## config.mk

```make
export PLATFORM = sky130hd
export DESIGN_NAME = rs485_frame_receive_timeout
export DESIGN_NICKNAME = d
export VERILOG_FILES = /design/src/rfrt_pkg.sv /design/src/rs485_frame_receive_timeout.sv /design/src/rfrt_step.sv
export SDC_FILE = /design/constraint.sdc
export NUM_CORES = 1
export LEC_CHECK = 0
export BUFFER_PORTS_ARGS = -buffer_cell sky130_fd_sc_hd__buf_2
export CORE_ASPECT_RATIO = 0.8
export CORE_MARGIN = 2
export CORE_UTILIZATION = 25
export CTS_CLUSTER_SIZE = 30
export DETAILED_ROUTE_END_ITERATION = 8
export GPL_TIMING_DRIVEN = 0
export SLEW_MARGIN = 0
export SYNTH_ARGS = -nofsm -noshare
export SYNTH_HDL_FRONTEND = slang
export SYNTH_SLANG_ARGS = --single-unit
```

## constraint.sdc

```tcl
create_clock -name aclk -period 9.1 [get_ports aclk]
set_input_delay 0.455 -clock aclk [delete_from_list [all_inputs] [get_ports aclk]]
set_output_delay 0.455 -clock aclk [all_outputs]
set_load 0.02 [all_outputs]
```

## src/rfrt_pkg.sv

```systemverilog
// ---------------------------------------------------------------------------
// rfrt_pkg
// Shared codes, widths and types for the rs485 frame receive timeout block
// ---------------------------------------------------------------------------
package rfrt_pkg;

    localparam int COUNT_WIDTH_DEF = 16;
    localparam int TIMER_WIDTH_DEF = 16;

    localparam int OP_W      = 3;
    localparam int LEN_W     = 16;
    localparam int TO_W      = 16;
    localparam int CFG_IDX_W = 2;
    localparam int CFG_DAT_W = 16;
    localparam int IN_DATA_W = 16;
    localparam int IN_USER_W = 8;
    localparam int OUT_DATA_W = 24;

    // event codes
    localparam logic [OP_W-1:0] OP_TICK        = 3'd0;
    localparam logic [OP_W-1:0] OP_BYTE        = 3'd1;
    localparam logic [OP_W-1:0] OP_TX_EMPTY    = 3'd2;
    localparam logic [OP_W-1:0] OP_START_READ  = 3'd3;
    localparam logic [OP_W-1:0] OP_START_WRITE = 3'd4;

    // register indexes
    localparam logic [CFG_IDX_W-1:0] CFG_ENABLE       = 2'd0;
    localparam logic [CFG_IDX_W-1:0] CFG_PRE_TIMEOUT  = 2'd1;
    localparam logic [CFG_IDX_W-1:0] CFG_POST_TIMEOUT = 2'd2;

    typedef enum logic [1:0] {
        MODE_IDLE  = 2'd0,
        MODE_WRITE = 2'd1,
        MODE_WAIT  = 2'd2,
        MODE_READ  = 2'd3
    } mode_t;

    // link status carried between the step logic and its registers
    typedef struct packed {
        mode_t             mode;
        logic              got_bytes;
        logic              sent_done;
        logic [LEN_W-1:0]  last_length;
    } link_t;

    // result item, link_state in the lowest bits
    typedef struct packed {
        logic              transmitted_flag;
        logic              received_flag;
        logic [LEN_W-1:0]  received_length;
        logic              frame_done;
        logic              drive_enable;
        logic              accepted;
        logic              busy_res;
        logic [1:0]        link_state;
    } result_t;

endpackage

```

## src/rs485_frame_receive_timeout.sv

```systemverilog
// ---------------------------------------------------------------------------
// rs485_frame_receive_timeout
// Half-duplex link controller with receive idle timeouts
// ---------------------------------------------------------------------------
// the input item is registered first, then its step result is registered as the output
// throughput: one item per cycle, sustained while the result side keeps up
// the link state update is a single compare and counter step per item
// synchronous active-low reset: link idle, counters and flags zero, registers zero
// ---------------------------------------------------------------------------
module rs485_frame_receive_timeout
    import rfrt_pkg::*;
#(
    parameter int COUNT_WIDTH = COUNT_WIDTH_DEF,
    parameter int TIMER_WIDTH = TIMER_WIDTH_DEF
) (
    input  logic                  aclk,
    input  logic                  aresetn,

    input  logic                  cfg_valid,
    output logic                  cfg_ready,
    input  logic [CFG_IDX_W-1:0]  cfg_index,
    input  logic [CFG_DAT_W-1:0]  cfg_data,

    input  logic                  s_tvalid,
    output logic                  s_tready,
    input  logic [IN_DATA_W-1:0]  s_tdata,   // max_length[15:0]
    input  logic [IN_USER_W-1:0]  s_tuser,   // op[2:0], zeros above

    output logic                  m_tvalid,
    input  logic                  m_tready,
    output logic [OUT_DATA_W-1:0] m_tdata    // link_state[1:0], busy_res, accepted,
                                             // drive_enable, frame_done,
                                             // received_length[15:0], received_flag,
                                             // transmitted_flag
);

    logic                   enable_reg;
    logic [TO_W-1:0]        pre_timeout_reg;
    logic [TO_W-1:0]        post_timeout_reg;

    logic                   in_valid_reg;
    logic [OP_W-1:0]        in_op_reg;
    logic [LEN_W-1:0]       in_len_reg;

    link_t                  link_reg;
    link_t                  link_next;
    logic [TIMER_WIDTH-1:0] elapsed_reg;
    logic [TIMER_WIDTH-1:0] elapsed_next;
    logic [COUNT_WIDTH-1:0] count_reg;
    logic [COUNT_WIDTH-1:0] count_next;
    logic [COUNT_WIDTH-1:0] limit_reg;
    logic [COUNT_WIDTH-1:0] limit_next;

    result_t                result_next;
    result_t                result_reg;
    logic                   m_tvalid_reg;

    logic                   advance;
    logic                   step_fire;

    assign cfg_ready = 1'b1;
    assign advance   = !m_tvalid_reg || m_tready;
    assign step_fire = in_valid_reg && advance;
    assign s_tready  = !in_valid_reg || advance;
    assign m_tvalid  = m_tvalid_reg;
    assign m_tdata   = result_reg;

    rfrt_step #(
        .COUNT_WIDTH (COUNT_WIDTH),
        .TIMER_WIDTH (TIMER_WIDTH)
    ) u_step (
        .enable       (enable_reg),
        .pre_timeout  (pre_timeout_reg),
        .post_timeout (post_timeout_reg),
        .op           (in_op_reg),
        .max_length   (in_len_reg),
        .link_in      (link_reg),
        .elapsed_in   (elapsed_reg),
        .count_in     (count_reg),
        .limit_in     (limit_reg),
        .link_next    (link_next),
        .elapsed_next (elapsed_next),
        .count_next   (count_next),
        .limit_next   (limit_next),
        .result       (result_next)
    );

    always_ff @(posedge aclk) begin
        if (!aresetn) begin
            enable_reg       <= 1'b0;
            pre_timeout_reg  <= '0;
            post_timeout_reg <= '0;
            in_valid_reg     <= 1'b0;
            m_tvalid_reg     <= 1'b0;
            link_reg         <= '{mode: MODE_IDLE, got_bytes: 1'b0, sent_done: 1'b0,
                                  last_length: '0};
            elapsed_reg      <= '0;
            count_reg        <= '0;
            limit_reg        <= '0;
        end else begin
            if (cfg_valid && cfg_ready) begin
                case (cfg_index)
                    CFG_ENABLE:       enable_reg       <= cfg_data[0];
                    CFG_PRE_TIMEOUT:  pre_timeout_reg  <= cfg_data;
                    CFG_POST_TIMEOUT: post_timeout_reg <= cfg_data;
                    default: begin
                    end
                endcase
            end
            if (s_tready) begin
                in_valid_reg <= s_tvalid;
            end
            if (advance) begin
                m_tvalid_reg <= in_valid_reg;
            end
            if (step_fire) begin
                link_reg    <= link_next;
                elapsed_reg <= elapsed_next;
                count_reg   <= count_next;
                limit_reg   <= limit_next;
            end
        end
    end

    // payload registers
    always_ff @(posedge aclk) begin
        if (s_tready && s_tvalid) begin
            in_op_reg  <= s_tuser[OP_W-1:0];
            in_len_reg <= s_tdata[LEN_W-1:0];
        end
        if (step_fire) begin
            result_reg <= result_next;
        end
    end

    a_step_gives_result: assert property (@(posedge aclk) disable iff (!aresetn)
        step_fire |=> m_tvalid_reg)
        else $error("processed item did not produce a result");

    a_count_within_limit: assert property (@(posedge aclk) disable iff (!aresetn)
        count_reg <= limit_reg)
        else $error("byte count beyond receive limit");

    a_done_leaves_idle: assert property (@(posedge aclk) disable iff (!aresetn)
        (m_tvalid_reg && result_reg.frame_done) |-> (result_reg.link_state == MODE_IDLE))
        else $error("frame done while link still busy");

    a_accept_is_busy: assert property (@(posedge aclk) disable iff (!aresetn)
        (m_tvalid_reg && result_reg.accepted)
            |-> (result_reg.busy_res && (result_reg.link_state != MODE_IDLE)))
        else $error("accepted start left link idle");

endmodule

```

## src/rfrt_step.sv

```systemverilog
// ---------------------------------------------------------------------------
// rfrt_step
// Next-state and result logic for one link event
// ---------------------------------------------------------------------------
module rfrt_step
    import rfrt_pkg::*;
#(
    parameter int COUNT_WIDTH = COUNT_WIDTH_DEF,
    parameter int TIMER_WIDTH = TIMER_WIDTH_DEF
) (
    input  logic                   enable,
    input  logic [TO_W-1:0]        pre_timeout,
    input  logic [TO_W-1:0]        post_timeout,
    input  logic [OP_W-1:0]        op,
    input  logic [LEN_W-1:0]       max_length,
    input  link_t                  link_in,
    input  logic [TIMER_WIDTH-1:0] elapsed_in,
    input  logic [COUNT_WIDTH-1:0] count_in,
    input  logic [COUNT_WIDTH-1:0] limit_in,
    output link_t                  link_next,
    output logic [TIMER_WIDTH-1:0] elapsed_next,
    output logic [COUNT_WIDTH-1:0] count_next,
    output logic [COUNT_WIDTH-1:0] limit_next,
    output result_t                result
);

    localparam int TCMP_W = (TIMER_WIDTH > TO_W) ? TIMER_WIDTH : TO_W;
    localparam int LCMP_W = (COUNT_WIDTH > LEN_W) ? COUNT_WIDTH : LEN_W;
    localparam logic [TIMER_WIDTH-1:0] TMAX = {TIMER_WIDTH{1'b1}};
    localparam logic [COUNT_WIDTH-1:0] CMAX = {COUNT_WIDTH{1'b1}};

    mode_t                  mode_cur;
    logic                   rx_active;
    logic [TO_W-1:0]        timeout_sel;
    logic [TIMER_WIDTH-1:0] elapsed_inc;
    logic                   time_up;
    logic [COUNT_WIDTH-1:0] req_limit;
    logic                   acc;
    logic                   done;

    assign mode_cur    = enable ? link_in.mode : MODE_IDLE;
    assign rx_active   = (mode_cur == MODE_WAIT) || (mode_cur == MODE_READ);
    assign timeout_sel = (mode_cur == MODE_WAIT) ? pre_timeout : post_timeout;
    assign elapsed_inc = (elapsed_in == TMAX) ? elapsed_in : elapsed_in + 1'b1;
    // timeout above the timer range counts as the timer maximum
    assign time_up     = (TCMP_W'(elapsed_inc) >= TCMP_W'(timeout_sel))
                         || (elapsed_inc == TMAX);
    assign req_limit   = (LCMP_W'(max_length) > LCMP_W'(CMAX)) ? CMAX
                                                                : COUNT_WIDTH'(max_length);

    always_comb begin
        link_next      = link_in;
        link_next.mode = mode_cur;
        elapsed_next   = elapsed_in;
        count_next     = count_in;
        limit_next     = limit_in;
        acc            = 1'b0;
        done           = 1'b0;
        case (op)
            OP_TICK: begin
                if (rx_active) begin
                    elapsed_next = elapsed_inc;
                    if (time_up) begin
                        link_next.last_length = LEN_W'(count_in);
                        link_next.got_bytes   = (count_in != '0);
                        link_next.mode        = MODE_IDLE;
                        done                  = 1'b1;
                    end
                end
            end
            OP_BYTE: begin
                if (rx_active && (count_in < limit_in)) begin
                    count_next     = count_in + 1'b1;
                    elapsed_next   = '0;
                    link_next.mode = MODE_READ;
                end
            end
            OP_TX_EMPTY: begin
                if (mode_cur == MODE_WRITE) begin
                    link_next.sent_done = 1'b1;
                    link_next.mode      = MODE_IDLE;
                    done                = 1'b1;
                end
            end
            OP_START_READ: begin
                if (enable && (mode_cur == MODE_IDLE)) begin
                    limit_next            = req_limit;
                    count_next            = '0;
                    elapsed_next          = '0;
                    link_next.last_length = '0;
                    link_next.got_bytes   = 1'b0;
                    link_next.mode        = MODE_WAIT;
                    acc                   = 1'b1;
                end
            end
            OP_START_WRITE: begin
                if (enable && (mode_cur == MODE_IDLE)) begin
                    link_next.sent_done = 1'b0;
                    link_next.mode      = MODE_WRITE;
                    acc                 = 1'b1;
                end
            end
            default: begin
            end
        endcase
    end

    always_comb begin
        result.link_state       = link_next.mode;
        result.busy_res         = (link_next.mode != MODE_IDLE);
        result.accepted         = acc;
        result.drive_enable     = (link_next.mode == MODE_WRITE);
        result.frame_done       = done;
        result.received_length  = link_next.last_length;
        result.received_flag    = link_next.got_bytes;
        result.transmitted_flag = link_next.sent_done;
    end

endmodule

```

# After elaboration in Yosys (flattened, before gate mapping)
# Cells that the tools add are included.
classes:
  n_lt_le_gt_ge: 3
  n_mux: 30
  eq_ne: 15
  n_addsub: 2
  reduce_logical: 24
ops:
  columns: ["cell", "n"]
  rows:
  - ["16-bit 2-to-1 mux", 10]
  - ["16-bit case mux with 2 select lines", 2]
  - ["16-bit case mux with 3 select lines", 1]
  - ["16-bit by 1-bit adder with 16-bit output, second input constant", 2]
  - ["16-bit equality test, second input constant", 2]
  - ["16-bit >= comparator", 1]
  - ["16-bit > comparator, second input constant", 1]
  - ["16-bit < comparator", 1]
  - ["16-bit nonzero test", 1]
  - ["2-bit case mux with 5 select lines", 1]
  - ["3-bit 2-to-1 mux", 3]
  - ["2-bit 2-to-1 mux", 4]
  - ["2-bit by 1-bit equality test with 1-bit output, second input constant", 3]
  - ["2-bit equality test, second input constant", 3]
  - ["3-bit by 2-bit equality test with 1-bit output, second input constant", 2]
  - ["1-bit 2-to-1 mux", 6]
  - ["2-bit by 1-bit != test with 1-bit output, second input constant", 3]
  - ["1-bit case mux with 2 select lines", 3]
  - ["2-bit AND reduction", 3]
  - ["5-bit AND reduction", 1]
  - ["1-bit logical AND", 4]
  - ["2-bit zero test", 2]
  - ["1-bit logical OR", 4]
  - ["4-bit AND reduction", 1]
  - ["other kinds (8)", 10]
totals:
  wordCells: 96
  output_inout_bits: 27
  ff_bits: 146
  input_bits: 47

# Longest topological paths before layout
# Gate-level depths: netlist (run 1).
depth:
  ltp_word: 9
  depth_mapped: 17
  depth_no_buf: 14

# Cells and area by module
# Synthesis (run 1) repeated with hierarchy kept, for this count alone.
unflattened:
  cells_unflattened: 929
  area_unflattened_um2: 8336.7
by_module_without_submodules:
  columns: ["mod", "seq_area_each_um2", "n_inst", "cells_each", "area_per_inst_um2"]
  rows:
  - ["rs485_frame_receive_timeout", 3353.2, 1, 479, 5215.0]
  - ["rfrt_step", 0.0, 1, 450, 3121.7]

# Worst setup path before layout (run 1)
# No wires, ideal clock.
synth_timing:
  path_type: "flip-flop to flip-flop"
  start: "register elapsed_reg[0]"
  end: "register result_reg, in the netlist m_tdata[5], data pin"
  path_stages_with_launch: 16
  setup_ns: 0.262
  arrival_ns: 3.375
  t_required_ns: 8.838
  setup_slack_ns: 5.462
  path_cell_list: "dfxtp_1 > ha_1 > nand4_1 > or3_2 > o21ai_0 > nor2_1 > xor2_1 > ha_1 > nand4_1 > and3_1 > o31ai_1 > a211oi_1 > o41a_4 > nor3_1 > buf_6 > or2_2"
synth_lines:
  columns: ["element", "line_no", "source"]
  rows:
  - ["start, declared", "rs485_frame_receive_timeout.sv:47", "logic [TIMER_WIDTH-1:0] elapsed_reg;"]
  - ["start signal, assigned", "rs485_frame_receive_timeout.sv:118", "elapsed_reg <= elapsed_next;"]
  - ["end signal, assigned", "rs485_frame_receive_timeout.sv:132", "result_reg <= result_next;"]
  - ["end, declared", "rs485_frame_receive_timeout.sv:55", "result_t result_reg;"]

==> results_dict.tcl, run 1 <==
set metrics [dict create \
    path_depth 15 \
    area_growth_syn_to_layout_pct 19.7 \
    synth-edff-count 43 \
    ioPinCount 74 \
    antenna_found_initial 1 \
    finalHoldViolCount 0 \
    routedWlPerCell_um 15.0 \
    cts_setup_buffers 0 \
    clk_pin_slew_ns 0.06 \
    fin_crit_sh_pct 48.8 \
    crit_chain "ha_1, nand4_1, or3_2, o21ai_0, xor2_1, inv_1, ha_1, o21ai_0, o31ai_1, a211oi_1, o41a_4, nor3_1, buf_6, buf_8, mux2i_1" \
    worstPathRequired_ns 9.33 \
    vias 5937 \
    tns_ns 0 \
    avgSynthCellArea_um2 9.15 \
    r2r.worst_path.cells 15 \
    grt_max_degree 31 \
    root_buffer "clkbuf_16" \
    ys_top_cells_by_area "dfxtp_1 (29%), edfxtp_1 (18%), nand2_1 (8.5%), ha_1 (5.9%), mux2i_1 (5.7%)" \
    crit_arrival_ns 4.67 \
    dieArea_um2 30200 \
    yosysUniqueCellTypes 65 \
    async_reset_ff_share_pct 0 \
    cts_htree_levels 4 \
    worstSetupStartpoint "elapsed_reg[0]" \
    grt_pass1_wl_um 30000 \
    die_h_um 156 \
    cp_slowest_stage_delay_ns 0.48 \
    irDropWorstVdd_mv 0.102 \
    clock_skew_ns 0.0115 \
    finalPower_w 0.00151 \
    hp-class "in2reg" \
    seq_area_frac_synth_pct 46.6 \
    tightestPinTransition_ns 1.05 \
    start_util_pct 25.4 \
    yosys_warnings 0 \
    ant_nets 0 \
    final_cell_mix "nand2_1 (162), dfxtp_1 (103), a21oi_1 (80), buf_2 (67)" \
    synth_flop_cell "dfxtp_1" \
    hold_buffers 0 \
    dp_slack_ns 4.76 \
    cts_tree "done" \
    drtIter0Drc 594 \
    cap_violations 0 \
    path_class "reg2reg" \
    r2r_setup_slack_ns 4.66 \
    outcome "complete, no violations" \
    crit_buf_inv 3 \
    largest_reg_flops 24 \
    period_minus_slack_ns 4.44 \
    worstHoldStart "s_tdata[5]" \
    die_w_um 194 \
    cts.path.max_buffers 2 \
    worst-path-max-fanout 10 \
    syn_inst 786 \
    path_delay_family "compound AO/OA/AOI/OAI gates" \
    max-slew-margin-rel_pct 29.7 \
    layout_commonest_cell "nand2_1" \
    worstSkewPairLatency_ns 0.43 \
    routed_wl_um 18800 \
    cp_slowest_cell "or3_2" \
    grt_pass1_vias 5533 \
    power_leakage_nw 3.16 \
    gp_congestion 0.909 \
    netlist.area_leader.share_pct 28.7 \
    fin_ws_ns 4.66 \
    drc_errors 0 \
    clock-sinks 146 \
    r2r_start "elapsed_reg[0]" \
    rows 55 \
    vias_per_cell 4.73 \
    place_inst 1223 \
    grt_overflow 0 \
    drive_above_1_share_pct 13.6 \
    maxSlewViolCount 0 \
    portBuffers 67 \
    design_area_um2 8610 \
    hpwl_um 14000 \
    power_density_nw_per_um2 175 \
    final_cell_count_no_fill 1256 \
    rsz0062_at_grt "no" \
    synth_largest_area_cell "dfxtp_1" \
    cts_resized 0 \
    syn_area_um2 7200 \
    dr.pass1.iters 5 \
    setup_violations 0 \
    startpoint_type "flop" \
    ys_ff_latch 146 \
    core_um2 28300 \
    fmax_mhz 225 \
    numCtsBuffers 17 \
    synth_nets 867 \
    end_kind "flop" \
    final_nets 953 \
    place_area_um2 7990 \
    grt_util_all_layers_pct 12.5 \
    hold_depth 1 \
]
power breakdown:
group | total, W | leakage (nW) | internal (W) | switching (W)
clock | 0.000745 | 0.295 | 0.000459 | 0.000286
sequential | 0.000691 | 1.24 | 0.000685 | 0.00000634
combinational | 0.0000731 | 1.62 | 0.0000242 | 0.0000489
total | 0.00151 | 3.16 | 0.00117 | 0.000341
metal layers:
metal / vias to the layer above / global-route usage [%] / part of all wire [%] / routed length, µm
met1: 2771 / 18.8 / 54 / 10100
met3: 16 / 3.11 / 5.1 / 958
li1: 2989 / - / - / -
met4: 0 / 3.27 / 1.2 / 225
met2: 161 / 17.5 / 40 / 7500
met5: - / 0 / 0 / 0
cells in the mapped netlist, types with 17 or more instances:
cell type and instances:
nand3_1 19, clkbuf_1 31, a21oi_1 80, edfxtp_1 43
dfxtp_1 103, nand2_1 162, mux2i_1 41, ha_1 34
a22o_1 17, o21ai_0 19, inv_1 43, nand4_1 20
nor2_1 28
through the flow:
stage	hold slack, ns	utilization (%)
after floorplan	0.433	-
after global placement	0.442	28.3
after detailed placement	0.446	28.3
after CTS	0.180	30.4
after global routing	0.181	30.4
final	0.195	30.5
path summary, 6_finish.rpt:
check,endpoint
max,m_tdata[12]
min,in_len_reg[5]
min reg2reg,limit_reg[6]
max reg2reg,m_tdata[12]
worst reg2reg max path: stages, from the launching register on:
cell	delay (ns)
dfxtp_1	0.47
ha_1	0.33
nand4_1	0.20
or3_2	0.48
o21ai_0	0.48
xor2_1	0.38
inv_1	0.09
ha_1	0.28
o21ai_0	0.08
o31ai_1	0.27
a211oi_1	0.15
o41a_4	0.17
nor3_1	0.21
buf_6	0.22
buf_8	0.17
mux2i_1	0.29
logic make-up after synthesis:
group / after synthesis / synth area share (%)
multiplexers: 44 / 6.17
flip-flops: 146 / 46.6
other: 1 / 0.0521
XOR/XNOR: 9 / 1.10
AO/OA/AOI/OAI: 175 / 15.8
adder cells (fa/ha/maj): 34 / 5.91
AND/OR/NAND/NOR: 295 / 19.4
buffers and inverters: 82 / 4.96
layout make-up:
class                           instances  area [µm²]
Fill cell                            2988       19700
Multi-Input combinational cell        558        3490
Sequential cell                       146        3350
Tap cell                              370         463
Clock buffer                           19         433
Timing Repair Buffer                   67         335
Buffer                                 38         191
Clock inverter                         13         184
Inverter                               44         165
Antenna cell                            1        2.50
Power figures use the tool's default switching activity.
==> inputs of run 2 (changes only) <==
--- a/config.mk
+++ b/config.mk
@@ -5,6 +5,7 @@
 export SDC_FILE = /design/constraint.sdc
 export NUM_CORES = 1
 export LEC_CHECK = 0
+export ABC_AREA = 1
 export BUFFER_PORTS_ARGS = -buffer_cell sky130_fd_sc_hd__buf_2
 export CORE_ASPECT_RATIO = 0.8
 export CORE_MARGIN = 2
==> constraint.sdc (replaced) <==
create_clock -name aclk -period 4.4 [get_ports aclk]
set_input_delay 0.22 -clock aclk [delete_from_list [all_inputs] [get_ports aclk]]
set_output_delay 0.22 -clock aclk [all_outputs]
set_load 0.02 [all_outputs]
==> run 2 against run 1 <==
  * Power grew 120%
  * Largest power group unchanged
  * Clock power increased by 100%
  * Clock skew is 0.0022 ns lower
  * Highest routed layer is now met5
  * Largest cell class unchanged
==> results_dict.tcl, run 2 <==
set metrics [dict create \
    wl_met3_um 1130 \
    seq_area_frac_synth_pct 44.6 \
    clock-sinks 146 \
    min_to "post_timeout_reg[2]" \
    portBuffers 67 \
    hpwl_um 15300 \
    cap_violations 0 \
    synth_largest_area_cell "dfxtp_1" \
    end_kind "flop" \
    grt_max_degree 34 \
    cts.path.max_buffers 2 \
    async_reset_ff_share_pct 0 \
    gp_congestion 0.854 \
    routed_wl_um 20400 \
    num_antenna_cells 0 \
    drc_errors 0 \
    avgSynthCellArea_um2 7.58 \
    core_um2 29400 \
    regArea_um2 3350 \
    cts_htree_levels 4 \
    numCtsBuffers 17 \
    dieArea_um2 31500 \
    yosys-top-cells-count "nand2_1 (187), inv_1 (127), nor2_1 (123)" \
    yosysUniqueCellTypes 37 \
    power_density_nw_per_um2 364 \
    r2r.worst_path.cells 16 \
    grt_util_all_layers_pct 13.2 \
    ys_top_cells_by_area "dfxtp_1 (27%), edfxtp_1 (17%), nand2_1 (9.3%), inv_1 (6.3%), nor2_1 (6.1%)" \
    syn_inst 992 \
    antenna_found_initial 1 \
    crit_arrival_ns 4.25 \
    wl_met2_um 8290 \
    worstSkewPairLatency_ns 0.43 \
    r2r_setup_slack_ns 0.33 \
    worstPathRequired_ns 4.58 \
    drive_above_1_share_pct 11.2 \
    area_growth_syn_to_layout_pct 21.4 \
    multiInputGateArea_um2 3510 \
    dp_slack_ns 0.379 \
    r2r_start "enable_reg" \
    synth_nets 1073 \
    grt_pass1_vias 6216 \
    finalHoldViolCount 0 \
    final_cell_mix "nand2_1 (187), inv_1 (127), nor2_1 (123), dfxtp_1 (103), a21oi_1 (86)" \
    die_h_um 159 \
    hp-class "in2reg" \
    root_buffer "clkbuf_16" \
    dr.pass1.iters 5 \
    drtIter0Drc 598 \
    fin_ws_ns 0.326 \
    fillers 3169 \
    layout_commonest_cell "nand2_1" \
    top_layer "met5" \
    startpoint_type "flop" \
    yosys_warnings 0 \
    largest_reg_flops 24 \
    start_util_pct 25.5 \
    netlist.area_leader.share_pct 27.4 \
    outcome "complete, no violations" \
    fmax_mhz 245 \
    rsz0062_at_grt "no" \
    irDropWorstVdd_mv 0.226 \
    worstHoldStart "cfg_data[2]" \
    synth_flop_cell "dfxtp_1" \
    ant_nets 0 \
    syn_area_um2 7520 \
    synth-edff-count 43 \
    worst-path-max-fanout 10 \
    r2r-end "m_tdata[10]" \
    tns_ns 0 \
    fin_crit_sh_pct 92.6 \
    hold_depth 3 \
    synth.most_common_cell "nand2_1" \
    die_w_um 198 \
    grt_pass1_wl_um 32800 \
    period_minus_slack_ns 4.07 \
    ioPinCount 74 \
    cts_resized 0 \
    vias_per_cell 4.56 \
    clock_skew_ns 0.00931 \
    vias 6778 \
    tightestPinTransition_ns 0.901 \
    path_class "reg2reg" \
    final_nets 1178 \
    cts_tree "done" \
    grt_overflow 0 \
    max-slew-margin-rel_pct 39.5 \
    clk_pin_slew_ns 0.07 \
    ys_ff_latch 146 \
    setup_violations 0 \
    routedWlPerCell_um 13.7 \
    rows 56 \
    maxSlewViolCount 0 \
    power_leakage_nw 3.96 \
    cts_setup_buffers 0 \
    wl_met1_um 10700 \
]
-- run 2: per-stage QoR --
stage	hold WS, ns	total power, W	utilization (%)	cell area [µm²]	instances
2_1_floorplan	0.319	0.00171	-	7520	992
3_3_place_gp	0.398	0.00181	28.3	8330	1436
5_1_grt	0.0194	0.00346	31.0	9130	1487
4_1_cts	0.0000547	0.00335	31.0	9110	1485
6_report	0.0277	0.00332	31.0	9130	1487
3_5_place_dp	0.398	0.00182	28.3	8330	1436
-- run 2: per-layer routing --
| metal | vias up | global-route usage, % |
|---|---|---|
| met5 | - | 0 |
| met4 | 2 | 3.96 |
| met3 | 23 | 2.94 |
| met2 | 169 | 18.6 |
| met1 | 3089 | 19.7 |
| li1 | 3495 | - |
-- run 2: what timing repair did --
| item | CTS | global route |
|---|---|---|
| hold endpoints to repair | 17 | 2 |
| hold buffers | 17 | 2 |
| endpoints found under the setup margin | 0 | 0 |
-- run 2: worst max path at each step --
stage                from     endpoint  slack, ns  cells after the start
2_1_floorplan  enable_reg  m_tdata[10]       1.25                     16
3_3_place_gp   enable_reg   m_tdata[7]       0.40                     16
3_5_place_dp   enable_reg  m_tdata[10]       0.38                     16
4_1_cts        enable_reg  m_tdata[10]       0.38                     16
5_1_grt        enable_reg   m_tdata[2]      0.004                     15
6_report       enable_reg  m_tdata[10]       0.33                     16
-- run 2: logic make-up (layout without fill, tap and decap cells) --
logic type | Yosys count | in the layout | share of synthesized area, %
AOI/OAI and AO/OA | 185 | 185 | 13.1
xor gates and xnor gates | 8 | 8 | 0.932
and+or+nand+nor | 434 | 434 | 24.8
adders and majority gates | 34 | 34 | 5.66
DFF | 146 | 146 | 44.6
muxes | 16 | 16 | 2.15
other | 1 | 1 | 0.0499
buffers and inverters | 168 | 286 | 8.70
-- run 2: report_power, final --
part | internal [W] | leakage, nW | switching [W] | total [W]
Clock | 0.000866 | 0.297 | 0.000657 | 0.00152
Sequential | 0.00145 | 1.26 | 0.0000291 | 0.00148
Combinational | 0.000111 | 2.40 | 0.000212 | 0.000323
-- run 2: final cells by class --
cell class                 instances  share of cell area, %
clock inverter                    15                   2.04
multi-input combinational        678                   38.5
sequential                       146                   36.7
clock buffer                      17                   4.66
buffer                            36                   1.74
timing repair buffer              86                   5.76
tap                              377                   5.17
inverter                         132                   5.44
-- run 2: worst max-delay path, stage by stage, from the launching register on --
cell and delay, ns:
dfxtp_1 0.45, nand2_1 0.13, nor2_1 0.63, clkbuf_1 0.66
mux2i_1 0.35, ha_1 0.29, a21oi_1 0.13, o21ai_0 0.09
a21oi_1 0.12, o21ai_0 0.09, nor2_1 0.17, nand2_4 0.14
nand2_4 0.16, buf_6 0.16, nand2_1 0.06, nand3_1 0.08
nand2_1 0.09
==> inputs of run 3 (changes only) <==
--- a/config.mk
+++ b/config.mk
@@ -6,13 +6,16 @@
 export NUM_CORES = 1
 export LEC_CHECK = 0
 export ABC_AREA = 1
-export BUFFER_PORTS_ARGS = -buffer_cell sky130_fd_sc_hd__buf_2
+export BUFFER_PORTS_ARGS = -buffer_cell sky130_fd_sc_hd__clkbuf_2
+export CELL_PAD_IN_SITES_DETAIL_PLACEMENT = 1
+export CELL_PAD_IN_SITES_GLOBAL_PLACEMENT = 2
 export CORE_ASPECT_RATIO = 0.8
 export CORE_MARGIN = 2
 export CORE_UTILIZATION = 25
 export CTS_CLUSTER_SIZE = 30
 export DETAILED_ROUTE_END_ITERATION = 8
 export GPL_TIMING_DRIVEN = 0
+export PLACE_DENSITY_LB_ADDON = 0.1
 export SLEW_MARGIN = 0
 export SYNTH_ARGS = -nofsm -noshare
 export SYNTH_HDL_FRONTEND = slang
==> constraint.sdc (replaced) <==
create_clock -name aclk -period 4.4 [get_ports aclk]
set_input_delay 0.22 -clock aclk [delete_from_list [all_inputs] [get_ports aclk]]
set_output_delay 0.22 -clock aclk [all_outputs]
set_load 0.05 [all_outputs]
==> run 3 against run 2 <==
  * Combinational power up 12%
  * Hold slack worse by 0.00073 ns
  * First-iteration DRC count down 49%
  * Power down 0.31%
  * Fmax up 2.2%
  * Final area down 0.25%
  * Register-to-register slack better by 0.09 ns
  * Via count down 0.43%
  * Utilization down 0.076 points
  * Die area unchanged
  * Flip-flop and latch count unchanged
  * Critical endpoint is now m_tdata[21]
==> results_dict.tcl, run 3 (synthesis results as in run 2) <==
set metrics [dict create \
    fin_ws_ns 0.415 \
    cts_setup_buffers 0 \
    start_util_pct 25.5 \
    portBuffers 67 \
    layout_commonest_cell "nand2_1" \
    routedWlPerCell_um 16.3 \
    antenna_found_initial 0 \
    finalHoldViolCount 0 \
    rsz0062_at_grt "no" \
    cap_violations 0 \
    hp-class "in2reg" \
    period_minus_slack_ns 3.99 \
    grt_pass1_vias 6858 \
    grt_util_all_layers_pct 16.0 \
    power_switching_w 0.000915 \
    final_nets 1178 \
    r2r_start "enable_reg" \
    core_um2 29400 \
    fin_crit_sh_pct 90.6 \
    root_buffer "clkbuf_16" \
    clockPowerShare_pct 44.5 \
    cts_htree_levels 4 \
    clock-sinks 146 \
    die_h_um 159 \
    clk_pin_slew_ns 0.07 \
    tns_ns 0 \
    grt_max_degree 34 \
    irDropWorstVdd_mv 0.246 \
    power_leakage_nw 3.95 \
    startpoint_type "flop" \
    p_int_w 0.00240 \
    cts_tree "done" \
    ioPinCount 74 \
    hold_depth 3 \
    fillers 3607 \
    tightestPinTransition_ns 0.913 \
    crit_arrival_ns 4.15 \
    r2r_setup_slack_ns 0.41 \
    design_area_um2 9110 \
    maxSlewViolCount 0 \
    num_antenna_cells 0 \
    rows 56 \
    drive_above_1_share_pct 11.2 \
    worstSkewPairLatency_ns 0.44 \
    worst-path-max-fanout 10 \
    r2r.worst_path.cells 16 \
    drc_errors 0 \
    fmax_mhz 251 \
    clock_skew_ns 0.0141 \
    largest_reg_flops 24 \
    routed_wl_um 24200 \
    power_density_nw_per_um2 364 \
    numCtsBuffers 17 \
    grt_pass1_wl_um 38800 \
    cts.path.max_buffers 2 \
    worstSetupStartpoint "enable_reg" \
    switching_share_pct 27.6 \
    gp_congestion 0.768 \
    worstHoldStart "cfg_data[8]" \
    dieArea_um2 31500 \
    ant_nets 0 \
    finalPower_w 0.00331 \
    dr.pass1.iters 5 \
    setup_violations 0 \
    r2r-end "m_tdata[21]" \
    outcome "complete, no violations" \
    end_kind "flop" \
    worstPathRequired_ns 4.56 \
    grt_overflow 0 \
    dp_slack_ns -0.00831 \
    whs_ns 0.0269 \
    combPwrFrac_pct 10.9 \
    area_growth_syn_to_layout_pct 21.1 \
    path_class "reg2reg" \
    die_w_um 198 \
    drtIter0Drc 306 \
    final_cell_mix "nand2_1 (187), inv_1 (127), nor2_1 (122), dfxtp_1 (103), a21oi_1 (86)" \
    max-slew-margin-rel_pct 38.6 \
    seqPwrFrac_pct 44.6 \
    hpwl_um 18400 \
    vias 6749 \
    vias_per_cell 4.54 \
    place_area_um2 8330 \
    min_to "post_timeout_reg[8]" \
]
==> run 3: changes by cell type in the layout (fill, tap and decap cells not counted), moves of 2 or more <==
cell      delta
buf_2       -67
clkinv_1     +2
inv_8        -6
inv_6        -2
clkbuf_2    +68
clkinv_4     +5
==> run 3: worst max-delay path by stage <==
stage and endpoint:
6_report m_tdata[21], 5_1_grt link_reg[2], 4_1_cts m_tdata[21], 3_5_place_dp m_tdata[21]
3_3_place_gp m_tdata[21], 2_1_floorplan m_tdata[10]
==> run 3: through the flow <==
step                util (%)  cells
floorplan                  -    992
global placement        28.3   1436
detailed placement      28.3   1436
CTS                     30.9   1487
global route            30.9   1487
finish                  30.9   1487
==> run 3: layer usage <==
layer  track usage (%)  routed length, µm  up-vias
met3              2.88                542       15
met5                 0                  0        -
li1                  -                  -     3493
met2              22.7               9700       80
met4              4.07                257        0
met1              24.6              13700     3161
==> run 3: timing repair <==
action                     4_1_cts  5_1_grt
setup endpoints to repair        2       19
resized for setup                1        3
hold endpoints to repair        19        0
hold buffers                    19        0
==> run 3: worst max-delay path, cell delays in order, from the launching register on <==
cell      delay (ns)
dfxtp_1         0.48
nand2_1         0.19
nor2_2          0.48
clkbuf_2        0.47
mux2i_1         0.44
ha_1            0.31
nand2_1         0.08
o21ai_0         0.09
a21oi_1         0.15
o21ai_0         0.11
nor2_1          0.18
nand2_4         0.14
nand2_4         0.16
buf_6           0.17
nand2_1         0.06
nand3_1         0.10
nand2_1         0.11
==> run 3: final cells by class <==
class | count | area [µm²] | area share (%)
multi-input combinational | 678 | 3510 | 38.6
sequential | 146 | 3350 | 36.8
timing repair buffer | 86 | 526 | 5.77
inverter | 132 | 497 | 5.45
tap | 377 | 472 | 5.18
clock buffer | 17 | 425 | 4.67
clock inverter | 15 | 160 | 1.76
buffer | 36 | 160 | 1.76
==> run 3: power by group through the flow <==
stage / Sequential [W] / Combinational [W] / Clock [W]
detailed placement: 0.00151 / 0.000353 / 0
global route: 0.00148 / 0.000409 / 0.00158
floorplan: 0.00154 / 0.000198 / 0
global placement: 0.00151 / 0.000351 / 0
CTS: 0.00148 / 0.000367 / 0.00152
finish: 0.00148 / 0.000362 / 0.00147
